<file path="config.mk">
export PLATFORM = sky130hd
export DESIGN_NAME = hpt_delay
export DESIGN_NICKNAME = d
export VERILOG_FILES = /design/src/rtl/core/hpt_delay.sv
export SDC_FILE = /design/constraint.sdc
export NUM_CORES = 1
export LEC_CHECK = 0
export BUFFER_PORTS_ARGS = -buffer_cell sky130_fd_sc_hd__buf_2
export CAP_MARGIN = 0
export CORE_MARGIN = 2
export CORE_UTILIZATION = 40
export CTS_BUF_LIST = sky130_fd_sc_hd__clkbuf_2
export CTS_CLUSTER_SIZE = 28
export DETAILED_ROUTE_END_ITERATION = 7
export GPL_ROUTABILITY_DRIVEN = 0
export REMOVE_ABC_BUFFERS = 1
export SETUP_SLACK_MARGIN = 0.15
export SLEW_MARGIN = 10
export SYNTH_ARGS = -nofsm -noshare
export SYNTH_HDL_FRONTEND = slang
export SYNTH_SLANG_ARGS = --single-unit
</file>
<file path="constraint.sdc">
create_clock -name clock -period 1.2 [get_ports clock]
set_input_delay 0.3 -clock clock [delete_from_list [all_inputs] [get_ports clock]]
set_output_delay 0.3 -clock clock [all_outputs]
set_load 0.1 [all_outputs]
</file>
<file path="src/rtl/core/hpt_delay.sv">
// ----------------------------------------------------------------------------
// hpt_delay
// Payload delay line that keeps operands aligned with the float units.
// ----------------------------------------------------------------------------
module hpt_delay #(
   parameter int WIDTH = 32,
   parameter int DEPTH = 2
) (
   input  logic             clock,
   input  logic             adv,
   input  logic [WIDTH-1:0] din,
   output logic [WIDTH-1:0] dout
);

   logic [WIDTH-1:0] tap_ff [DEPTH];

   // shift on pipeline advance
   always_ff @(posedge clock) begin
      if (adv) begin
         tap_ff[0] <= din;
         for (int i = 1; i < DEPTH; i++) begin
            tap_ff[i] <= tap_ff[i-1];
         end
      end
   end

   assign dout = tap_ff[DEPTH-1];

endmodule

</file>
* Yosys cells after proc, flatten, opt, wreduce, memory -nomap -nowiden
Memory sizes are Yosys's and may differ from the RTL's.
Index checks and enable logic that the tools add are counted.
** Word-level totals
- Logic and storage cells :: 3
- Output and inout bits :: 32
- Memories :: 1
- Memory bits (writable) :: 64
- Flip-flop bits (word level) :: 0
- Latch bits :: 0
- Input bits :: 34
- Memory bits (read-only) :: 0
** Memory list
- tap_ff :: words 2, bits a word 32, rd ports 2, clocked after memory_dff 0, wr ports 2, line 15 : logic [WIDTH-1:0] tap_ff [DEPTH];
** Cells by class
- Equality and inequality tests :: 0
- Multipliers :: 0
- Shifts and indexed selects :: 0
- Multiplexer cells :: 2
- Bitwise logic cells :: 0
- $add $sub $neg :: 0
- Reduce and logical (&&, ||, !) cells :: 0
- Order comparisons :: 0
- Divide/modulo/power cells :: 0
** Operators by type and width (number)
- 1-bit 2-to-1 mux :: 2

* Longest topological paths before layout
- Depth in word-level cells :: 2
- Gate-level depth with buffers :: 1
- Depth with buffers taken out :: 0

* Least setup slack after synthesis
OpenSTA, ideal clock, no wires.
- Kind :: register -> output
- From :: memory tap_ff[1][0] (netlist: tap_ff[0][32])
- To :: output dout[0]
- Path buffers :: 1
- Required time :: 900 ps
- Cell stages (with the launch flop) :: 2
- Arrival time :: 575 ps
- Slack :: 325 ps
- Cells stage by stage :: edfxtp_1 buf_4
** RTL lines
- start, declared :: line 15
- end, declared :: line 12 : output logic [WIDTH-1:0] dout

==> results.py <==
metrics = {
    "worst_setup_path": {
        "worstPathCellList": "buf_12",
        "crit_arrival_ns": 1.11,
        "endpoint_kind": "primary output",
        "timing.rr.start": "tap_ff[0][11]",
        "regToRegSetupSlack_ns": 0.52,
        "crit_buf_inv": 1,
        "reg2reg_to": "tap_ff[0][43]",
        "slowest_stage": "edfxtp_1",
        "cp_max_fo": 1,
        "crit_path_start_kind": "flip-flop",
        "path_depth": 1,
        "worstPathRequired_ns": 0.90,
        "r2r_cells": 0,
        "path_class": "reg -> out",
        "cpPeakStageDelay_ns": 0.47,
        "crit_family": "flip-flops",
    },
    "synth": {
        "synth_area_um2": 2160,
        "yosysTopAreaCellShare": 0.889,
        "synth_area_leaders": "edfxtp_1, buf_4",
        "ys_ff_latch": 64,
        "synth_cells": 96,
        "syn_area_per_cell_um2": 22.5,
        "yosysTopAreaCell": "edfxtp_1",
        "yosysWarningCount": 0,
        "ys_seq_area_frac": 0.889,
        "synth.distinct_cells": 2,
    },
    "power_and_ir_drop": {
        "netSwitchingFraction": 0.279,
        "powerDensity_nw_per_um2": 1550,
        "p_leak_nw": 1.29,
        "p_sw_w": 0.00143,
        "internal_power_w": 0.00371,
        "ir_drop_mv": 0.816,
        "sequentialPowerShare": 0.533,
        "p_comb_frac": 0.195,
        "clockPowerShare": 0.272,
    },
    "route": {
        "ant_nets": 0,
        "wirelength_um": 3650,
        "drc": 0,
        "dr.pass1.iters": 4,
        "route.vias.total": 1028,
        "avgViaCountPerCell": 4.13,
        "wl_per_cell_um": 14.7,
        "first_iter_violations": 133,
    },
    "die": {
        "die_h_um": 77.5,
        "rows": 26,
        "core_um2": 5170,
        "dieArea_um2": 6010,
        "die_w_um": 77.5,
        "io_pins": 66,
        "start_util": 0.418,
    },
    "placement": {
        "place_area_um2": 2860,
        "place_ws_ns": 0.181,
        "portBuffers": 65,
    },
    "timing": {
        "fin_crit_ns": 1.41,
        "setup_slack_ns": -0.207,
        "rsz0062_at_grt": "yes",
        "fin_worst_skew_ns": 0.0136,
        "slew_headroom": 0.855,
        "hold_ws_ns": 0.312,
        "setup_viol": 32,
        "worstMarginPinSlew_ns": 0.218,
        "slew_violations": 0,
        "min_period_over_period": 1.17,
        "hold_viol": 0,
        "max_freq_mhz": 711,
    },
    "cts": {
        "root_buffer": "clkbuf_2",
        "htreeDepth": 3,
        "cts_made_buffers": 9,
        "worst_skew_pair.late_latency_ns": 0.44,
        "clockBufferDepth": 2,
        "cts_tree": "yes",
        "cts_sinks": 64,
        "cts.clk_slew.worst_paths_ns": 0.16,
    },
    "layout": {
        "top_register": "tap_ff",
        "finalNetCount": 208,
        "nMultiInputCombCells": 0,
        "reg_top3": "tap_ff: 64 flops",
        "drive_gt1_frac": 0.458,
        "design_area_um2": 3310,
        "largest_register_ffs": 64,
        "num_antenna_cells": 0,
        "syn_to_final_growth_pct": 53.0,
        "utilization": 0.639,
        "multi_input_area_um2": 0,
    },
    "min_path": {
        "hold_class": "in -> reg",
        "hold_depth": 2,
        "hp-start": "adv",
        "min_to": "tap_ff[0][37]",
    },
    "global_route": {
        "grt_pass1_wl_um": 5750,
        "grt_pass1_vias": 1083,
        "grt-ovfl-total": 0,
        "grt_max_degree": 42,
        "antenna_found_initial": 0,
        "groute.usage.overall": 0.133,
    },
    "status": {
        "status": "finished, violations left",
        "violations": "negative setup slack",
    },
    "run": {
        "drv_cap": 0,
    },
}
-- timing repair --
| action | in CTS | in global routing |
|---|---|---|
| resized for setup | 0 | 0 |
| endpoints found under the hold margin | 27 | 5 |
| hold buffers | 27 | 5 |
| setup buffers | 0 | 0 |
| endpoints found under the setup margin | 32 | 32 |
-- power groups by stage --
| stage | clock [W] | combinational (W) | sequential [W] |
|---|---|---|---|
| 3_5_place_dp | 0 | 0.000925 | 0.00279 |
| 4_1_cts | 0.00143 | 0.000997 | 0.00274 |
| 5_1_grt | 0.00155 | 0.00103 | 0.00275 |
| 3_3_place_gp | 0 | 0.000916 | 0.00277 |
| 2_1_floorplan | 0 | 0 | 0.00326 |
| 6_report | 0.00140 | 0.00100 | 0.00274 |
-- cells in the mapped netlist (all sizes together) --
cell and count:
buf 32, edfxtp 64
-- metal layers --
layer | wire length [um] | up-vias | global-route usage
li1 | - | 484 | -
met1 | 1340 | 492 | 0.142
met2 | 2010 | 44 | 0.229
met3 | 213 | 8 | 0.0442
met4 | 86 | 0 | 0.0821
met5 | 0 | - | 0
-- cells in the final DEF, fill, tap and decap left out, drive strengths merged --
cell         count
buf             67
edfxtp          64
clkinvlp         1
clkbuf           9
clkinv           4
dlygate4sd3     32
bufinv           2
-- cell families (layout without fill, tap and decap cells) --
family / after synthesis / in the layout / share of synthesized area
DFF: 64 / 64 / 0.889
buffers and inverters: 32 / 115 / 0.111
-- how the worst max path moves through the flow --
stage,startpoint,to,slack [ns]
after floorplan,tap_ff[0][32],dout[0],-0.004
after global placement,adv,tap_ff[0][19],0.19
after detailed placement,adv,tap_ff[0][13],0.18
after CTS,tap_ff[0][58],dout[26],-0.24
after global routing,tap_ff[0][47],dout[15],-0.30
final,tap_ff[0][50],dout[18],-0.21
-- stage by stage --
stage / power [W] / instances / TNS, ns
6_report: 0.00514 / 249 / -5.79
5_1_grt: 0.00533 / 249 / -8.92
4_1_cts: 0.00516 / 244 / -7.03
3_5_place_dp: 0.00372 / 201 / 0
3_3_place_gp: 0.00369 / 201 / 0
2_1_floorplan: 0.00326 / 64 / -0.129
-- cell type report --
class	instances	area, um^2
timing repair buffer	99	1170
fill	360	1870
clock buffer	9	45.0
tap	70	87.6
clock inverter	7	86.3
sequential	64	1920
Note: power is estimated with default switching activity, not from simulation.
