[src/rtl/core/hpt_pkg.sv]
// ----------------------------------------------------------------------------
// hpt_pkg
// Shared types, constants and single-precision helpers for the homogeneous
// point transform pipeline.
// ----------------------------------------------------------------------------
package hpt_pkg;

   // request and response transfers
   typedef struct packed {
      logic        kind;
      logic [31:0] in_x;
      logic [31:0] in_y;
      logic [31:0] in_z;
   } hpt_req_type;

   typedef struct packed {
      logic [31:0] out_x;
      logic [31:0] out_y;
      logic [31:0] out_z;
   } hpt_rsp_type;

   // register file
   localparam int NUM_REGS   = 8;
   localparam int CSR_IDX_W  = 3;
   localparam int CSR_DATA_W = 64;

   localparam logic [CSR_IDX_W-1:0] REG_ROW0_COLS01 = 3'd0;
   localparam logic [CSR_IDX_W-1:0] REG_ROW0_COLS23 = 3'd1;
   localparam logic [CSR_IDX_W-1:0] REG_ROW1_COLS01 = 3'd2;
   localparam logic [CSR_IDX_W-1:0] REG_ROW1_COLS23 = 3'd3;
   localparam logic [CSR_IDX_W-1:0] REG_ROW2_COLS01 = 3'd4;
   localparam logic [CSR_IDX_W-1:0] REG_ROW2_COLS23 = 3'd5;
   localparam logic [CSR_IDX_W-1:0] REG_ROW3_COLS01 = 3'd6;
   localparam logic [CSR_IDX_W-1:0] REG_ROW3_COLS23 = 3'd7;

   // float constants
   localparam logic [31:0] QNAN   = 32'h7FC0_0000;
   localparam logic [31:0] FP_ONE = 32'h3F80_0000;

   // reciprocal divider: quotient bits and bits retired per stage
   localparam int RECIP_QBITS = 27;
   localparam int RECIP_BPS   = 3;
   localparam int RECIP_STEPS = RECIP_QBITS / RECIP_BPS;

   // register count from request to response register
   localparam int PIPE_DEPTH = 22;

   // identity matrix after reset
   function automatic logic [CSR_DATA_W-1:0] mat_reset_value(input logic [CSR_IDX_W-1:0] idx);
      logic [CSR_DATA_W-1:0] val;
      val = '0;
      unique case (idx)
         REG_ROW0_COLS01: val = {32'h0, FP_ONE};
         REG_ROW1_COLS01: val = {FP_ONE, 32'h0};
         REG_ROW2_COLS23: val = {32'h0, FP_ONE};
         REG_ROW3_COLS23: val = {FP_ONE, 32'h0};
         REG_ROW0_COLS23,
         REG_ROW1_COLS23,
         REG_ROW2_COLS01,
         REG_ROW3_COLS01: val = '0;
         default:         val = '0;
      endcase
      return val;
   endfunction

   function automatic logic fp_is_nan(input logic [31:0] f);
      return (f[30:23] == 8'hFF) && (f[22:0] != 23'd0);
   endfunction

   function automatic logic fp_is_inf(input logic [31:0] f);
      return (f[30:23] == 8'hFF) && (f[22:0] == 23'd0);
   endfunction

   function automatic logic fp_is_zero(input logic [31:0] f);
      return f[30:0] == 31'd0;
   endfunction

   // exponent with subnormals read as 1
   function automatic logic [7:0] fp_exp_eff(input logic [31:0] f);
      return (f[30:23] == 8'd0) ? 8'd1 : f[30:23];
   endfunction

   // significand with hidden bit
   function automatic logic [23:0] fp_sig(input logic [31:0] f);
      return {(f[30:23] != 8'd0), f[22:0]};
   endfunction

   // round sig * 2^lsb_exp to single, nearest even, subnormals kept
   function automatic logic [31:0] fp_round(input logic sign, input logic [47:0] sig,
                                            input logic signed [11:0] lsb_exp);
      int          top;
      int          target;
      int          rsh;
      logic [97:0] ext;
      logic [47:0] kept;
      logic        guard;
      logic        sticky;
      logic        up;
      logic [24:0] mr;
      int          be;
      logic [31:0] res;
      top = 0;
      for (int i = 0; i < 48; i++) begin
         if (sig[i]) top = i;
      end
      target = top + int'(lsb_exp) - 23;
      if (target < -149) target = -149;
      rsh    = target - int'(lsb_exp);
      ext    = '0;
      guard  = 1'b0;
      sticky = 1'b0;
      if (rsh <= 0) begin
         kept = sig << (-rsh);
      end else begin
         ext    = {sig, 50'b0} >> ((rsh > 50) ? 50 : rsh);
         kept   = ext[97:50];
         guard  = ext[49];
         sticky = |ext[48:0];
      end
      up = guard & (sticky | kept[0]);
      mr = kept[24:0] + {24'b0, up};
      if (mr[24]) begin
         mr     = mr >> 1;
         target = target + 1;
      end
      be = mr[23] ? target + 150 : 0;
      if (sig == 48'd0) begin
         res = {sign, 31'd0};
      end else if (be >= 255) begin
         res = {sign, 8'hFF, 23'd0};
      end else begin
         res = {sign, 8'(be), mr[22:0]};
      end
      return res;
   endfunction

endpackage

[src/rtl/core/hpt_frecip.sv]
// ----------------------------------------------------------------------------
// hpt_frecip
// Pipelined single-precision reciprocal: restoring division of 2^49 by the
// normalized significand, a few quotient bits per stage, then round.
// ----------------------------------------------------------------------------
module hpt_frecip (
   input  logic        clock,
   input  logic        adv,
   input  logic [31:0] a,
   output logic [31:0] y
);
   import hpt_pkg::*;

   logic [25:0]        rem_ff  [RECIP_STEPS+1];
   logic [26:0]        quo_ff  [RECIP_STEPS+1];
   logic [23:0]        div_ff  [RECIP_STEPS+1];
   logic signed [11:0] exp_ff  [RECIP_STEPS+1];
   logic               sign_ff [RECIP_STEPS+1];
   logic               spec_ff [RECIP_STEPS+1];
   logic [31:0]        sval_ff [RECIP_STEPS+1];

   logic               spec_in;
   logic [31:0]        sval_in;
   logic [23:0]        div_in;
   logic signed [11:0] exp_in;
   logic [23:0]        sig_a;
   logic [4:0]         top;
   logic [4:0]         lz;
   logic [31:0]        y_in, y_ff;

   // prep: special cases and significand normalization
   always_comb begin
      sig_a = fp_sig(a);
      top   = 5'd0;
      for (int i = 0; i < 24; i++) begin
         if (sig_a[i]) top = 5'(i);
      end
      lz      = 5'd23 - top;
      div_in  = sig_a << lz;
      exp_in  = 12'sd100 - $signed({4'b0, fp_exp_eff(a)}) + $signed({7'b0, lz});
      spec_in = 1'b1;
      if (fp_is_nan(a)) begin
         sval_in = QNAN;
      end else if (fp_is_inf(a)) begin
         sval_in = {a[31], 31'd0};
      end else if (fp_is_zero(a)) begin
         sval_in = {a[31], 8'hFF, 23'd0};
      end else begin
         spec_in = 1'b0;
         sval_in = QNAN;
      end
   end

   always_ff @(posedge clock) begin
      if (adv) begin
         rem_ff[0]  <= 26'd1 << 23;
         quo_ff[0]  <= '0;
         div_ff[0]  <= div_in;
         exp_ff[0]  <= exp_in;
         sign_ff[0] <= a[31];
         spec_ff[0] <= spec_in;
         sval_ff[0] <= sval_in;
      end
   end

   // division stages
   for (genvar s = 0; s < RECIP_STEPS; s++) begin : g_div
      logic [25:0] rem_in;
      logic [26:0] quo_in;
      logic        qbit;

      // retire a few quotient bits
      always_comb begin
         rem_in = rem_ff[s];
         quo_in = quo_ff[s];
         qbit   = 1'b0;
         for (int k = 0; k < RECIP_BPS; k++) begin
            qbit = (rem_in >= {2'b0, div_ff[s]});
            if (qbit) rem_in = rem_in - {2'b0, div_ff[s]};
            quo_in = {quo_in[25:0], qbit};
            rem_in = {rem_in[24:0], 1'b0};
         end
      end

      always_ff @(posedge clock) begin
         if (adv) begin
            rem_ff[s+1]  <= rem_in;
            quo_ff[s+1]  <= quo_in;
            div_ff[s+1]  <= div_ff[s];
            exp_ff[s+1]  <= exp_ff[s];
            sign_ff[s+1] <= sign_ff[s];
            spec_ff[s+1] <= spec_ff[s];
            sval_ff[s+1] <= sval_ff[s];
         end
      end
   end

   // round with remainder as sticky
   always_comb begin
      if (spec_ff[RECIP_STEPS]) begin
         y_in = sval_ff[RECIP_STEPS];
      end else begin
         y_in = fp_round(sign_ff[RECIP_STEPS],
                         {20'b0, quo_ff[RECIP_STEPS], |rem_ff[RECIP_STEPS]},
                         exp_ff[RECIP_STEPS]);
      end
   end

   always_ff @(posedge clock) begin
      if (adv) begin
         y_ff <= y_in;
      end
   end

   assign y = y_ff;

endmodule

[config.mk]
export PLATFORM = sky130hd
export DESIGN_NAME = hpt_frecip
export DESIGN_NICKNAME = d
export VERILOG_FILES = /design/src/rtl/core/hpt_pkg.sv /design/src/rtl/core/hpt_frecip.sv
export SDC_FILE = /design/constraint.sdc
export NUM_CORES = 2
export LEC_CHECK = 0
export BUFFER_PORTS_ARGS = -buffer_cell sky130_fd_sc_hd__buf_2
export CORE_MARGIN = 5
export CORE_UTILIZATION = 30
export CTS_CLUSTER_DIAMETER = 80
export DETAILED_ROUTE_END_ITERATION = 12
export GPL_TIMING_DRIVEN = 0
export HOLD_SLACK_MARGIN = 0.12
export PLACE_DENSITY = 0.53
export SLEW_MARGIN = 25
export SYNTH_ARGS = -nofsm -noshare
export SYNTH_HDL_FRONTEND = slang
export SYNTH_SLANG_ARGS = --single-unit
[constraint.sdc]
create_clock -name clock -period 28.7 [get_ports clock]
set_input_delay 5.74 -clock clock [delete_from_list [all_inputs] [get_ports clock]]
set_output_delay 5.74 -clock clock [all_outputs]
set_load 0.01 [all_outputs]
## Word-level counts from Yosys, hierarchy flattened

Memory sizes are Yosys's and may differ from the RTL's.
Cells that the tools add are included.

| word-level totals | value |
|---|---|
| flip-flop bits (word level) | 32 |
| bits in writable memories | 1,220 |
| input port bits | 34 |
| output and inout port bits | 32 |
| word-level logic and storage cells | 196 |
| memories kept | 7 |

| cells by class | value |
|---|---|
| $add $sub $neg | 37 |
| magnitude comparators | 31 |
| eq/ne operators | 1 |
| shift operators | 3 |
| muxes and demuxes | 104 |
| bitwise gates (word level) | 2 |
| reduce and logical (&&, ||, !) cells | 10 |

Memories:

| memory | words | bits a word | read ports | clocked after memory_dff | wr ports | line | source |
|---|---|---|---|---|---|---|---|
| sval_ff | 10 | 32 | 10 | 0 | 10 | hpt_frecip.sv:20 | `logic [31:0] sval_ff [RECIP_STEPS+1];` |
| quo_ff | 10 | 27 | 10 | 0 | 10 | hpt_frecip.sv:15 | `logic [26:0] quo_ff [RECIP_STEPS+1];` |
| rem_ff | 10 | 25 | 10 | 0 | 10 | hpt_frecip.sv:14 | `logic [25:0] rem_ff [RECIP_STEPS+1];` |
| div_ff | 10 | 24 | 9 | 0 | 10 | hpt_frecip.sv:16 | `logic [23:0] div_ff [RECIP_STEPS+1];` |
| exp_ff | 10 | 12 | 10 | 0 | 10 | hpt_frecip.sv:17 | `logic signed [11:0] exp_ff [RECIP_STEPS+1];` |
| sign_ff | 10 | 1 | 10 | 0 | 10 | hpt_frecip.sv:18 | `logic sign_ff [RECIP_STEPS+1];` |
| +1 memories | - | - | - | - | - | - |  |

Operators by type and width:

| operator | number |
|---|---|
| 32-bit two-way mux | 37 |
| 25-bit two-way mux | 29 |
| 26-bit by 24-bit greater-or-equal comparator with 1-bit output | 27 |
| 25-bit by 24-bit subtractor with 25-bit output | 27 |
| 5-bit two-way mux | 21 |
| 78-bit by 32-bit right shift with 75-bit output | 1 |
| 31-bit two-way mux | 2 |
| 49-bit OR reduction | 1 |
| 24-bit two-way mux | 2 |
| 32-bit by 12-bit adder with 32-bit output | 1 |
| 32-bit by 2-bit adder with 32-bit output, second input constant | 1 |
| 32-bit by 9-bit adder with 32-bit output, second input constant | 1 |
| 32-bit by 9-bit greater-or-equal comparator with 1-bit output, second input constant | 1 |
| 32-bit by 7-bit greater-than comparator with 1-bit output, second input constant | 1 |
| 32-bit by 1-bit less-or-equal comparator with 1-bit output, second input constant | 1 |
| 32-bit by 9-bit less-than comparator with 1-bit output, second input constant | 1 |
| 32-bit negation | 1 |
| 28-bit by 32-bit << shifter with 25-bit output | 1 |
| 32-bit by 12-bit subtractor with 32-bit output | 1 |
| 32-bit by 6-bit subtractor with 32-bit output, second input constant | 1 |
| 31-bit logical NOT | 1 |
| 28-bit logical NOT | 1 |
| 26-bit OR reduction | 1 |
| 25-bit by 1-bit adder with 25-bit output | 1 |
| other kinds (15) | 26 |

## Depth between registers and ports, before layout

An unclocked memory read counts as a cell.

| depth | value |
|---|---|
| word-level depth | 52 |
| mapped depth | 70 |
| mapped depth without buffers | 65 |

## Least setup slack after synthesis

Ideal clock, no wire load.

| timing | value |
|---|---|
| kind | reg2reg |
| start point | memory div_ff[3][0] |
| end point | memory rem_ff[4][20] (netlist bit) (data pin) |
| setup time | 0.260 ns |
| arrival | 14.074 ns |
| required time | 28.440 ns |
| slack | 14.366 ns |
| cell stages (with the launch flop) | 67 |
| path buffers | 5 |
| clock period less this slack | 14.334 ns |
| path through | edfxtp_1 -> clkbuf_1 -> inv_1 -> fa_1 -> a21o_1 -> a21oi_1 -> o21ai_0 -> a21oi_1 -> o21ai_0 -> a21oi_1 -> o21ai_0 -> a21oi_1 -> o21ai_0 -> a21oi_1 -> nor2b_1 -> or3_1 -> nor3b_1 -> a2111oi_0 -> (+31 left out) -> o21a_1 -> o21a_1 -> o21a_1 -> o21a_1 -> o21a_1 -> o21a_1 -> o21a_1 -> o21a_1 -> o21ai_0 -> a21oi_1 -> nand4_1 -> nand4b_1 -> a21o_1 -> a21oi_1 -> o21ai_0 -> nor3_1 -> clkbuf_1 -> mux2_2 |

RTL lines:

| what | line |
|---|---|
| from (decl) | hpt_frecip.sv:16 |
| to (decl) | hpt_frecip.sv:14 |

==> metrics.cfg <==
[status]
status = finished, final reports clean

[setup_path]
path_class = register to register
worstPathArrival_ns = 18.29
cp.required_ns = 29.14
max_stage_delay_ns = 0.88
worstSetupStartpointType = register
critPathMaxFanout = 10
r2r_cells = 65
crit_slowest_cell = clkbuf_1
endpoint_kind = register
crit_path_frequent_cell = nor3_1

[sta]
min_period_ns = 17.84
setup_violations = 0
clock-skew-final_ns = 0.0526
hold_ws_ns = 0.408
finalSetupTns_ns = 0
rsz0062_at_grt = false
period_share_pct = 62.2
drv_slew = 0
hold_viol = 0
max_slew_margin_pct = 26.6
clock.fmax_mhz = 56.0
worst_pin_slew_ns = 1.10

[placed_design]
dp_cells = 10900
gp_congestion = 0.978
dp_hpwl_um = 179000
io_buffers = 62

[grt]
grt_pass1_wl_um = 336000
overflow = 0
grt_start_max_net_pins = 97
grtUsageTotal_pct = 17.8
antenna_found_initial = 4
grt_pass1_vias = 57400

[floorplan]
die_x_um = 489
io-pin-count = 66
dieArea_um2 = 239000
num_rows = 175
start_util_pct = 30.2
die_h_um = 489
coreArea_um2 = 228000

[cells_and_area]
drive_gt1_share_pct = 8.05
nets = 8709
antenna_cells = 0
final_common_cell = edfxtp_1
layout_common_cells = 758 x edfxtp_1, 707 x nor2_1, 650 x ha_1
fin_util_pct = 33.5
fin_cells = 11100
area_delta_synth_final_pct = 11.0

[routing]
highest_layer = met4
drt-initial-drc-count = 4585
firstDrtPassIters = 6
finalWirelength_um = 221000
wire_per_inst_um = 19.9
route.met3.wl_um = 10300
viasPerCell = 5.41
drc = 0
dr_total_vias = 60100
met2WireLength_um = 101000
wirelength_met1_um = 101000
postRouteAntennaNets = 0

[worst_hold_path]
min_path_type = register to register
worstHoldPathCells = 0

[clocking]
h-tree-depth = 3
clockRootBuffer = clkbuf_16
ctsHoldBuffers = 0
cts.sinks = 758
clkLatencyLatePin_ns = 0.72
clk_pin_slew_ns = 0.06
ctsResizeCount = 0
cts_setup_buffers = 0
numCtsBuffers = 93
tritoncts = done
clockBufferDepth = 3

[logic_synthesis]
syn_nets = 8538
syn_area_um2 = 68700
postSynthCellCount = 7842
async_flop_share_pct = 0
synth_edf_count = 758
synth-seq-area-share_pct = 33.1
synth-seq-cells = 758
avgSynthCellArea_um2 = 8.77
synth.distinct_cells = 121
synth_ff_type = edfxtp_1
yosys_warnings = 0

[run]
maxCapViolations = 0

-- cell type report --
cell class / count / area (um2)
Clock buffer: 107 / 2400
Multi-Input combinational cell: 6211 / 42600
Clock inverter: 65 / 723
Inverter: 627 / 2350
Buffer: 246 / 1070
Sequential cell: 758 / 22800
Tap cell: 3009 / 3760
Fill cell: 23600 / 151000
Timing Repair Buffer: 76 / 579
-- cell families after synthesis --
kind of cell    after synthesis  synth area share [%]
compound gates             2232                  20.7
buf+inv                     873                  4.98
fa+ha+maj                   662                  12.2
mux                         334                  5.47
xor+xnor                    426                  5.44
simple gates               2557                  18.2
flops                       758                  33.1
-- worst paths after layout --
| kind | slack [ns] | from | to |
|---|---|---|---|
| setup / recovery | 10.86 | quo_ff[9][2] | y[13] |
| hold / removal | 0.41 | sval_ff[0][31] | sval_ff[1][31] |
| setup reg to reg | 10.86 | quo_ff[9][2] | y[13] |
| hold reg to reg | 0.41 | sval_ff[0][31] | sval_ff[1][31] |
-- routing by layer --
metal  GRT usage [%]  vias to the layer above
met5               0                        -
met4            5.95                        0
met3            1.79                      335
met2            29.7                     1603
met1            24.1                    28800
li1                -                    29300
-- Yosys cell counts (165+ instances only) --
cell	count	area share, %
edfxtp_1	758	33
nor2_1	707	3.9
ha_1	650	12
inv_1	624	3.4
nand2_1	611	3.3
a21oi_1	607	4.4
o21ai_0	545	4.0
xnor2_1	312	4.0
nor3_1	250	1.8
mux2_2	200	3.3
nand3_1	188	1.4
clkbuf_1	183	1.0
o21a_1	183	2.0
nand4_1	165	1.5
-- flip-flops by register name, indices dropped and copies added (netlist names) --
name / cells
rem_ff: 225
sign_ff: 10
y: 32
quo_ff: 135
div_ff: 216
sval_ff: 30
exp_ff: 100
spec_ff: 10
-- per-stage QoR --
| step | instance area, um2 | setup WS (ns) |
|---|---|---|
| final | 76300 | 10.86 |
| after floorplan | 68700 | 14.37 |
| after detailed placement | 73200 | 11.12 |
| after CTS | 76300 | 11.03 |
| after global placement | 72800 | 9.95 |
| after global routing | 76300 | 9.63 |
-- critical path, delay by kind of cell, from the launching register on --
| kind | cells | cell delay (ns) |
|---|---|---|
| simple gates | 23 | 4.75 |
| fa+ha+maj | 8 | 2.55 |
| flops | 1 | 0.35 |
| compound gates | 19 | 4.99 |
| xor+xnor | 3 | 1.27 |
| buf+inv | 12 | 3.59 |
Power is not shown: default switching activity piles up to over one toggle a cycle in this logic, so the estimate is an artifact.
